$ cat src/rtl/lru_range_cache_with_job_queue_unit_macros.svh
// Assertion macros shared by the range cache RTL.
`ifndef LRU_RANGE_CACHE_WITH_JOB_QUEUE_UNIT_MACROS_SVH
`define LRU_RANGE_CACHE_WITH_JOB_QUEUE_UNIT_MACROS_SVH

// Check that expr holds at every clock edge outside reset.
`define LRC_ASSERT_ALWAYS(lbl, clk, rst_n, expr) \
    lbl: assert property (@(posedge clk) disable iff (!rst_n) (expr)) \
        else $error("lrc invariant check failed");

// Check that cons holds in the same cycle as ante.
`define LRC_ASSERT_IMP(lbl, clk, rst_n, ante, cons) \
    lbl: assert property (@(posedge clk) disable iff (!rst_n) (ante) |-> (cons)) \
        else $error("lrc implication check failed");

// Check that cons holds in the cycle after ante.
`define LRC_ASSERT_NEXT(lbl, clk, rst_n, ante, cons) \
    lbl: assert property (@(posedge clk) disable iff (!rst_n) (ante) |=> (cons)) \
        else $error("lrc next-cycle check failed");

`endif

$ cat src/rtl/lrc_pkg.sv
// Shared constants, codes and types of the range cache.
package lrc_pkg;

    localparam int ENTRIES = 16;
    localparam int IDX_W   = (ENTRIES > 1) ? $clog2(ENTRIES) : 1;
    localparam int CNT_W   = $clog2(ENTRIES + 1);
    localparam int RANK_W  = IDX_W;
    localparam int KEY_W   = 32;
    localparam int FUNC_W  = 2;
    localparam int SLOT_W  = 4;

    localparam logic [FUNC_W-1:0] FUNC_LOOKUP   = 2'd0;
    localparam logic [FUNC_W-1:0] FUNC_TAKE     = 2'd1;
    localparam logic [FUNC_W-1:0] FUNC_COMPLETE = 2'd2;

    localparam logic [2:0] UPD_NONE      = 3'd0;
    localparam logic [2:0] UPD_TOUCH     = 3'd1;
    localparam logic [2:0] UPD_INSERT    = 3'd2;
    localparam logic [2:0] UPD_CLR_PEND  = 3'd3;
    localparam logic [2:0] UPD_SET_READY = 3'd4;

    typedef logic [ENTRIES-1:0][RANK_W-1:0] t_rank_vec;

    typedef struct packed {
        logic [2:0]       op;
        logic [IDX_W-1:0] idx;
    } t_upd;

    typedef struct packed {
        logic eq_start;
        logic lt_start;
        logic eq_end;
        logic lt_end;
    } t_cmp;

endpackage

$ cat src/rtl/lru_range_cache_with_job_queue_unit.sv
// One item at a time: the sequencer walks every stored key through the single read port
// of the key memory and the shared compare unit before it takes the next item.
// The input is not ready during the walk; a finished result waits in the output register.
// Reset (synchronous, active low) clears valid, pending and ready marks, ranks and the
// sequencer; the key memory is not cleared.
`include "lru_range_cache_with_job_queue_unit_macros.svh"

module lru_range_cache_with_job_queue_unit (
    input  logic                               i_clk,
    input  logic                               i_rst_n,
    input  logic                               i_in_valid,
    output logic                               o_in_ready,
    input  logic [lrc_pkg::FUNC_W-1:0]         i_func,
    input  logic signed [lrc_pkg::KEY_W-1:0]   i_range_start,
    input  logic signed [lrc_pkg::KEY_W-1:0]   i_range_end,
    output logic                               o_out_valid,
    input  logic                               i_out_ready,
    output logic                               o_found,
    output logic                               o_ready_res,
    output logic [lrc_pkg::SLOT_W-1:0]         o_slot,
    output logic                               o_job_valid,
    output logic signed [lrc_pkg::KEY_W-1:0]   o_job_start,
    output logic signed [lrc_pkg::KEY_W-1:0]   o_job_end
);
    import lrc_pkg::*;

    localparam logic [1:0] ST_IDLE = 2'd0;
    localparam logic [1:0] ST_WALK = 2'd1;
    localparam logic [1:0] ST_FIN  = 2'd2;

    logic [1:0]              r_state, n_state;
    logic [FUNC_W-1:0]       r_func;
    logic signed [KEY_W-1:0] r_key_s, r_key_e;
    logic [CNT_W-1:0]        r_cnt;
    logic                    r_cmp_vld;
    logic [IDX_W-1:0]        r_cmp_idx;

    logic signed [KEY_W-1:0] m_start [ENTRIES];
    logic signed [KEY_W-1:0] m_end   [ENTRIES];
    logic signed [KEY_W-1:0] r_rd_s, r_rd_e;

    logic                    r_hit, r_free, r_best_v;
    logic [IDX_W-1:0]        r_hit_idx, r_free_idx, r_lru_idx, r_best_idx;
    logic [RANK_W-1:0]       r_worst;
    logic signed [KEY_W-1:0] r_best_s, r_best_e;

    logic                    r_out_valid, r_found, r_ready_res, r_job_valid;
    logic [SLOT_W-1:0]       r_slot;
    logic signed [KEY_W-1:0] r_job_s, r_job_e;

    logic                    n_found, n_ready_res, n_job_valid;
    logic [SLOT_W-1:0]       n_slot;
    logic signed [KEY_W-1:0] n_job_s, n_job_e;

    logic                    in_xfer, fin_go, mem_we, take_op, better;
    logic [IDX_W-1:0]        victim;
    logic signed [KEY_W-1:0] cmp_b_s, cmp_b_e;
    t_cmp                    cmp;
    t_upd                    upd;
    logic [ENTRIES-1:0]      st_valid, st_pending, st_ready;
    t_rank_vec               st_rank;

    assign in_xfer    = i_in_valid && o_in_ready;
    assign o_in_ready = (r_state == ST_IDLE);
    assign fin_go     = (r_state == ST_FIN) && (!r_out_valid || i_out_ready);
    assign take_op    = (r_func == FUNC_TAKE);
    assign victim     = r_free ? r_free_idx : r_lru_idx;
    assign cmp_b_s    = take_op ? r_best_s : r_key_s;
    assign cmp_b_e    = take_op ? r_best_e : r_key_e;
    assign better     = !r_best_v || cmp.lt_start || (cmp.eq_start && cmp.lt_end);

    lrc_cmp u_cmp (
        .i_a_start (r_rd_s),
        .i_a_end   (r_rd_e),
        .i_b_start (cmp_b_s),
        .i_b_end   (cmp_b_e),
        .o_cmp     (cmp)
    );

    lrc_state u_state (
        .i_clk     (i_clk),
        .i_rst_n   (i_rst_n),
        .i_upd     (upd),
        .o_valid   (st_valid),
        .o_pending (st_pending),
        .o_ready   (st_ready),
        .o_rank    (st_rank)
    );

    always_comb begin
        n_state = r_state;
        case (r_state)
            ST_IDLE: begin
                if (in_xfer) begin
                    n_state = ST_WALK;
                end
            end
            ST_WALK: begin
                if (r_cnt == CNT_W'(ENTRIES)) begin
                    n_state = ST_FIN;
                end
            end
            ST_FIN: begin
                if (fin_go) begin
                    n_state = ST_IDLE;
                end
            end
            default: begin
                n_state = ST_IDLE;
            end
        endcase
    end

    always_comb begin
        upd.op      = UPD_NONE;
        upd.idx     = '0;
        mem_we      = 1'b0;
        n_found     = 1'b0;
        n_ready_res = 1'b0;
        n_slot      = '0;
        n_job_valid = 1'b0;
        n_job_s     = '0;
        n_job_e     = '0;
        case (r_func)
            FUNC_LOOKUP: begin
                if (r_hit) begin
                    upd.op      = UPD_TOUCH;
                    upd.idx     = r_hit_idx;
                    n_found     = 1'b1;
                    n_ready_res = st_ready[r_hit_idx];
                    n_slot      = SLOT_W'(r_hit_idx);
                end else begin
                    upd.op  = UPD_INSERT;
                    upd.idx = victim;
                    mem_we  = 1'b1;
                    n_slot  = SLOT_W'(victim);
                end
            end
            FUNC_TAKE: begin
                if (r_best_v) begin
                    upd.op      = UPD_CLR_PEND;
                    upd.idx     = r_best_idx;
                    n_job_valid = 1'b1;
                    n_job_s     = r_best_s;
                    n_job_e     = r_best_e;
                end
            end
            FUNC_COMPLETE: begin
                if (r_hit) begin
                    upd.op  = UPD_SET_READY;
                    upd.idx = r_hit_idx;
                    n_found = 1'b1;
                    n_slot  = SLOT_W'(r_hit_idx);
                end
            end
            default: begin
            end
        endcase
        if (!fin_go) begin
            upd.op = UPD_NONE;
            mem_we = 1'b0;
        end
    end

    always_ff @(posedge i_clk) begin
        if (mem_we) begin
            m_start[victim] <= r_key_s;
            m_end[victim]   <= r_key_e;
        end
        r_rd_s <= m_start[r_cnt[IDX_W-1:0]];
        r_rd_e <= m_end[r_cnt[IDX_W-1:0]];
    end

    always_ff @(posedge i_clk) begin
        if (!i_rst_n) begin
            r_state     <= ST_IDLE;
            r_cnt       <= '0;
            r_cmp_vld   <= 1'b0;
            r_out_valid <= 1'b0;
        end else begin
            r_state <= n_state;
            if (in_xfer) begin
                r_cnt     <= '0;
                r_cmp_vld <= 1'b0;
            end else if (r_state == ST_WALK) begin
                r_cmp_vld <= (r_cnt < CNT_W'(ENTRIES));
                if (r_cnt != CNT_W'(ENTRIES)) begin
                    r_cnt <= r_cnt + CNT_W'(1);
                end
            end else begin
                r_cmp_vld <= 1'b0;
            end
            if (fin_go) begin
                r_out_valid <= 1'b1;
            end else if (i_out_ready) begin
                r_out_valid <= 1'b0;
            end
        end
    end

    always_ff @(posedge i_clk) begin
        r_cmp_idx <= r_cnt[IDX_W-1:0];
        if (in_xfer) begin
            r_func     <= i_func;
            r_key_s    <= i_range_start;
            r_key_e    <= i_range_end;
            r_hit      <= 1'b0;
            r_hit_idx  <= '0;
            r_free     <= 1'b0;
            r_free_idx <= '0;
            r_worst    <= '0;
            r_lru_idx  <= '0;
            r_best_v   <= 1'b0;
            r_best_idx <= '0;
            r_best_s   <= '0;
            r_best_e   <= '0;
        end else if (r_cmp_vld) begin
            if (st_valid[r_cmp_idx] && cmp.eq_start && cmp.eq_end && !r_hit) begin
                r_hit     <= 1'b1;
                r_hit_idx <= r_cmp_idx;
            end
            if (!st_valid[r_cmp_idx] && !r_free) begin
                r_free     <= 1'b1;
                r_free_idx <= r_cmp_idx;
            end
            if (st_rank[r_cmp_idx] >= r_worst) begin
                r_worst   <= st_rank[r_cmp_idx];
                r_lru_idx <= r_cmp_idx;
            end
            if (st_valid[r_cmp_idx] && st_pending[r_cmp_idx] && better) begin
                r_best_v   <= 1'b1;
                r_best_idx <= r_cmp_idx;
                r_best_s   <= r_rd_s;
                r_best_e   <= r_rd_e;
            end
        end
    end

    always_ff @(posedge i_clk) begin
        if (fin_go) begin
            r_found     <= n_found;
            r_ready_res <= n_ready_res;
            r_slot      <= n_slot;
            r_job_valid <= n_job_valid;
            r_job_s     <= n_job_s;
            r_job_e     <= n_job_e;
        end
    end

    assign o_out_valid = r_out_valid;
    assign o_found     = r_found;
    assign o_ready_res = r_ready_res;
    assign o_slot      = r_slot;
    assign o_job_valid = r_job_valid;
    assign o_job_start = r_job_s;
    assign o_job_end   = r_job_e;

    `LRC_ASSERT_NEXT(a_busy_after_xfer, i_clk, i_rst_n, in_xfer, !o_in_ready)
    `LRC_ASSERT_IMP(a_out_from_fin, i_clk, i_rst_n, $rose(o_out_valid), $past(r_state) == ST_FIN)
    `LRC_ASSERT_IMP(a_no_job_zero, i_clk, i_rst_n, o_out_valid && !o_job_valid, (o_job_start == '0) && (o_job_end == '0))

endmodule

$ cat src/rtl/lrc_cmp.sv
// Shared key compare unit: equality and signed order of two range keys.
module lrc_cmp (
    input  logic signed [lrc_pkg::KEY_W-1:0] i_a_start,
    input  logic signed [lrc_pkg::KEY_W-1:0] i_a_end,
    input  logic signed [lrc_pkg::KEY_W-1:0] i_b_start,
    input  logic signed [lrc_pkg::KEY_W-1:0] i_b_end,
    output lrc_pkg::t_cmp                    o_cmp
);
    import lrc_pkg::*;

    always_comb begin
        o_cmp.eq_start = (i_a_start == i_b_start);
        o_cmp.lt_start = (i_a_start < i_b_start);
        o_cmp.eq_end   = (i_a_end == i_b_end);
        o_cmp.lt_end   = (i_a_end < i_b_end);
    end

endmodule

$ cat src/rtl/lrc_state.sv
// Per-entry marks and recency ranks with their update operations.
`include "lru_range_cache_with_job_queue_unit_macros.svh"

module lrc_state (
    input  logic                        i_clk,
    input  logic                        i_rst_n,
    input  lrc_pkg::t_upd               i_upd,
    output logic [lrc_pkg::ENTRIES-1:0] o_valid,
    output logic [lrc_pkg::ENTRIES-1:0] o_pending,
    output logic [lrc_pkg::ENTRIES-1:0] o_ready,
    output lrc_pkg::t_rank_vec          o_rank
);
    import lrc_pkg::*;

    logic [ENTRIES-1:0] r_valid, n_valid;
    logic [ENTRIES-1:0] r_pending, n_pending;
    logic [ENTRIES-1:0] r_ready, n_ready;
    t_rank_vec          r_rank, n_rank;
    logic [RANK_W-1:0]  lim;

    always_comb begin
        n_valid   = r_valid;
        n_pending = r_pending;
        n_ready   = r_ready;
        n_rank    = r_rank;
        lim       = r_rank[i_upd.idx];
        case (i_upd.op)
            UPD_TOUCH: begin
                for (int i = 0; i < ENTRIES; i++) begin
                    if (r_valid[i] && (IDX_W'(i) != i_upd.idx) && (r_rank[i] < lim)) begin
                        n_rank[i] = r_rank[i] + RANK_W'(1);
                    end
                end
                n_rank[i_upd.idx] = '0;
            end
            UPD_INSERT: begin
                for (int i = 0; i < ENTRIES; i++) begin
                    if (r_valid[i] && (IDX_W'(i) != i_upd.idx)) begin
                        n_rank[i] = r_rank[i] + RANK_W'(1);
                    end
                end
                n_rank[i_upd.idx]    = '0;
                n_valid[i_upd.idx]   = 1'b1;
                n_pending[i_upd.idx] = 1'b1;
                n_ready[i_upd.idx]   = 1'b0;
            end
            UPD_CLR_PEND: begin
                n_pending[i_upd.idx] = 1'b0;
            end
            UPD_SET_READY: begin
                n_ready[i_upd.idx] = 1'b1;
            end
            default: begin
            end
        endcase
    end

    always_ff @(posedge i_clk) begin
        if (!i_rst_n) begin
            r_valid   <= '0;
            r_pending <= '0;
            r_ready   <= '0;
            r_rank    <= '0;
        end else begin
            r_valid   <= n_valid;
            r_pending <= n_pending;
            r_ready   <= n_ready;
            r_rank    <= n_rank;
        end
    end

    assign o_valid   = r_valid;
    assign o_pending = r_pending;
    assign o_ready   = r_ready;
    assign o_rank    = r_rank;

    `LRC_ASSERT_ALWAYS(a_marks_need_valid, i_clk, i_rst_n, ((r_pending | r_ready) & ~r_valid) == '0)

endmodule

$ cat config.mk
export PLATFORM = sky130hd
export DESIGN_NAME = lru_range_cache_with_job_queue_unit
export DESIGN_NICKNAME = d
export VERILOG_FILES = /design/src/rtl/lrc_pkg.sv /design/src/rtl/lru_range_cache_with_job_queue_unit.sv /design/src/rtl/lrc_cmp.sv /design/src/rtl/lrc_state.sv
export VERILOG_INCLUDE_DIRS = /design/src /design/src/rtl
export SDC_FILE = /design/constraint.sdc
export NUM_CORES = 2
export LEC_CHECK = 0
export BUFFER_PORTS_ARGS = -buffer_cell sky130_fd_sc_hd__buf_2
export CORE_MARGIN = 2
export CORE_UTILIZATION = 40
export CTS_CLUSTER_DIAMETER = 80
export DETAILED_ROUTE_END_ITERATION = 8
export PLACE_DENSITY = 0.65
export SYNTH_ARGS = -nofsm -noshare
export SYNTH_HDL_FRONTEND = slang
export SYNTH_HIERARCHICAL = 1
export SYNTH_SLANG_ARGS = --single-unit
$ cat constraint.sdc
create_clock -name i_clk -period 4.5 [get_ports i_clk]
set_input_delay 0.225 -clock i_clk [delete_from_list [all_inputs] [get_ports i_clk]]
set_output_delay 0.225 -clock i_clk [all_outputs]
set_load 0.005 [all_outputs]
==> key figures <==
Synth
  – Net Count, Synth: 3,844
  – Top cells by area, synth: edfxtp_1 58%, mux4_2 11%, dfxtp_1 9.2%
  – Most common cell in the netlist: edfxtp_1
  – Post-synth EDFFs: 1,161
  – Mean Syn Cell Area: 16.5 um2
  – Seq cells post-synth: 1,437
  – Sequential cell area fraction in the yosys report: 67.4%
  – Synth top area share: 58.2%
  – Synth Instances: 3,640
  – Post-synth top cells: 1,161 x edfxtp_1, 302 x mux4_2, 276 x dfxtp_1
  – Yosys warns: 6
  – Asr flop ratio synth: 0%
  – Post-synth top flop: edfxtp_1
  – Synth cell types: 87
  – Yosys top cell by area: edfxtp_1
  – Post-Syn Area: 0.0599 mm2

STA
  – Worst slew pin tran: 1050 ps
  – # setup viols final: 0
  – Setup TNS: 0 ps
  – Minimum clock period: 4380 ps
  – Max Slew Vio Count: 0
  – Crit share post-route: 97.4%
  – Final hold vios: 0
  – Max Clock Freq: 228 MHz
  – Relative max-transition margin: 30.2%
  – Setup WS post-layout: 119 ps
  – Final setup skew: 37.7 ps

GRT
  – Grt ovf: 0
  – M2 GR Usage: 31.1%
  – Overall Global Routing Usage: 19.4%
  – Largest net degree at the start of global routing: 117
  – Initial antenna violation count: 8
  – GRT met3 Usage: 3.71%
  – Met1 usage: 27.1%
  – Grt peak-use layer: met2
  – Vias in the first global route: 33,800
  – First-pass GRT wire length: 221,000 um

Final layout
  – Util after Layout: 47.1%
  – Final instance area: 0.0698 mm2
  – Nets: 4,175
  – Non-filler cells, final: 6,031
  – # fillers: 12,500
  – Share of cells above drive strength 1: 24.5%
  – Area delta synth->final: 16.6%

Routing
  – Drc violations: 0
  – Via count: 34,100
  – Remaining antenna violation count after routing: 0
  – Starting DRC count in detailed routing: 3,318
  – DR vias/cell: 5.66
  – Routed WL per cell: 24.6 um
  – Total wire length: 148,000 um
  – Pre-antenna DRT Iters: 5

Run
  – Max Cap Viol: 0

Clock tree
  – Clock buffer depth: 3
  – Clk_lat worst skew: 800 ps
  – Num CTS Buffers: 151
  – Clock root cell: clkbuf_16
  – H-tree levels: 4
  – CTS sink count: 1,437
  – Clock slew seen by the registers of the worst setup and hold paths: 60 ps
  – TritonCTS clock tree: done

Floorplanning
  – Die width: 391 um
  – Core area: 0.148 mm2
  – Die height: 391 um
  – Starting density of the core: 40.4%
  – Die ar.: 0.153 mm2
  – FP Rows: 141
  – Ports: 143

Placed design
  – HPWL after DPL: 86,100 um
  – IO buf count: 142
  – DP Worst Slack: -26.3 ps
  – Placed cells: 5,663
  – Gpl congestion: 0.879
  – Post-Place Cell Area: 0.0637 mm2

Setup path
  – Critical Path Sink Type: flip-flop
  – Type of origin of the critical path: flip-flop
  – Max FO, Critical Path: 19
  – Critical path type: flip-flop to flip-flop
  – WP data required: 5210 ps
  – CP arrival: 5090 ps

Power and ir drop
  – Power Density: 406 mW/mm2
  – Leakage: 0.0234 uW
  – Peak supply drop: 0.311 mV

Status
  – Status: finished clean

Min path
  – Hold WC Path Type: primary input to flip-flop
-- final cells by class --
class | count | area [um2] | area share (%)
antenna | 2 | 5.00 | 0.00717
clock buffer | 207 | 4200 | 6.02
clock inverter | 74 | 940 | 1.35
inverter | 87 | 333 | 0.477
multi-input combinational | 1914 | 18500 | 26.4
sequential | 1437 | 40400 | 57.9
tap | 1930 | 2410 | 3.46
timing repair buffer | 380 | 3060 | 4.38
-- kinds of logic after synthesis --
logic type	Yosys count	synth area share [%]
AND/OR/NAND/NOR	779	6.58
buffers and inverters	289	2.09
XOR/XNOR	5	0.0731
adder cells (fa/ha/maj)	134	2.80
AO/OA/AOI/OAI	476	5.86
multiplexers	520	15.2
flip-flops	1437	67.4
-- worst max-delay path, stage by stage, from the launching register on --
cell      delay (ps)
edfxtp_1         370
buf_4            160
nor2b_4          180
buf_12           200
buf_4            150
mux2_2           330
inv_1             60
ha_1             260
a21oi_2          160
nand2_1           70
a221o_1          360
o31a_1           370
o22ai_2          200
nand2_1          100
a31oi_2          240
nand4_1          220
a21oi_4          240
buf_12           150
buf_12           210
mux2i_1          220
-- worst paths after layout --
path	start	to	slack [ps]	cells after the start
max	r_func[1]	r_best_e[8]	120	19
min	i_range_start[25]	r_key_s[25]	150	2
max reg2reg	r_func[1]	r_best_e[8]	120	19
min reg2reg	r_rd_s[0]	r_best_s[0]	460	2
-- registers in the layout, summed over array words and instances (netlist names), 5 cells and up, named ones only --
| register | cells |
|---|---|
| r_key_s | 32 |
| r_rd_e | 32 |
| r_key_e | 32 |
| r_cnt | 5 |
| r_best_s | 32 |
| m_start | 512 |
| o_job_end | 32 |
| r_rd_s | 32 |
| u_state/o_valid | 16 |
| m_end | 512 |
| u_state/o_rank | 64 |
| r_best_e | 32 |
| o_job_start | 32 |
-- where the power goes --
part	switching, uW	leakage (uW)	internal, uW
clock network	5260	0.00252	7530
registers	167	0.0129	14400
logic	503	0.00798	503
total	5930	0.0234	22400
-- per-layer routing --
layer | vias up | part of all wire, %
li1 | 15100 | -
met1 | 17700 | 44
met2 | 1149 | 48
met3 | 212 | 6.4
met4 | 0 | 2.1
met5 | - | 0
-- per-stage QoR --
step                      power [uW]  hold slack [ps]
after global routing           29200              109
after detailed placement       15800              403
final                          28400              147
after CTS                      28600             85.6
after global placement         15800              401
after floorplan                15500              324
-- cell usage in the layout (no fill, tap or decap), types with 69 or more instances in the layout --
cell           instances
a211oi_1              75
a21oi_1              154
and3_1                70
buf_2                142
buf_4                138
clkbuf_16            155
dfxtp_1              270
dlygate4sd3_1         69
edfxtp_1            1161
ha_1                 134
inv_1                 84
mux2i_1              149
mux4_2               302
nand2_1              273
nand3_1               71
nor2_1                88
-- what timing repair did --
action                                 CTS  global route
pin swaps                                2             3
cloned                                   1             2
setup endpoints to repair               38            79
endpoints found under the hold margin   84             0
hold buffers                            69             0
resized for setup                        1            16
setup buffers                            3            10
Note: power is estimated with default switching activity, not from simulation.
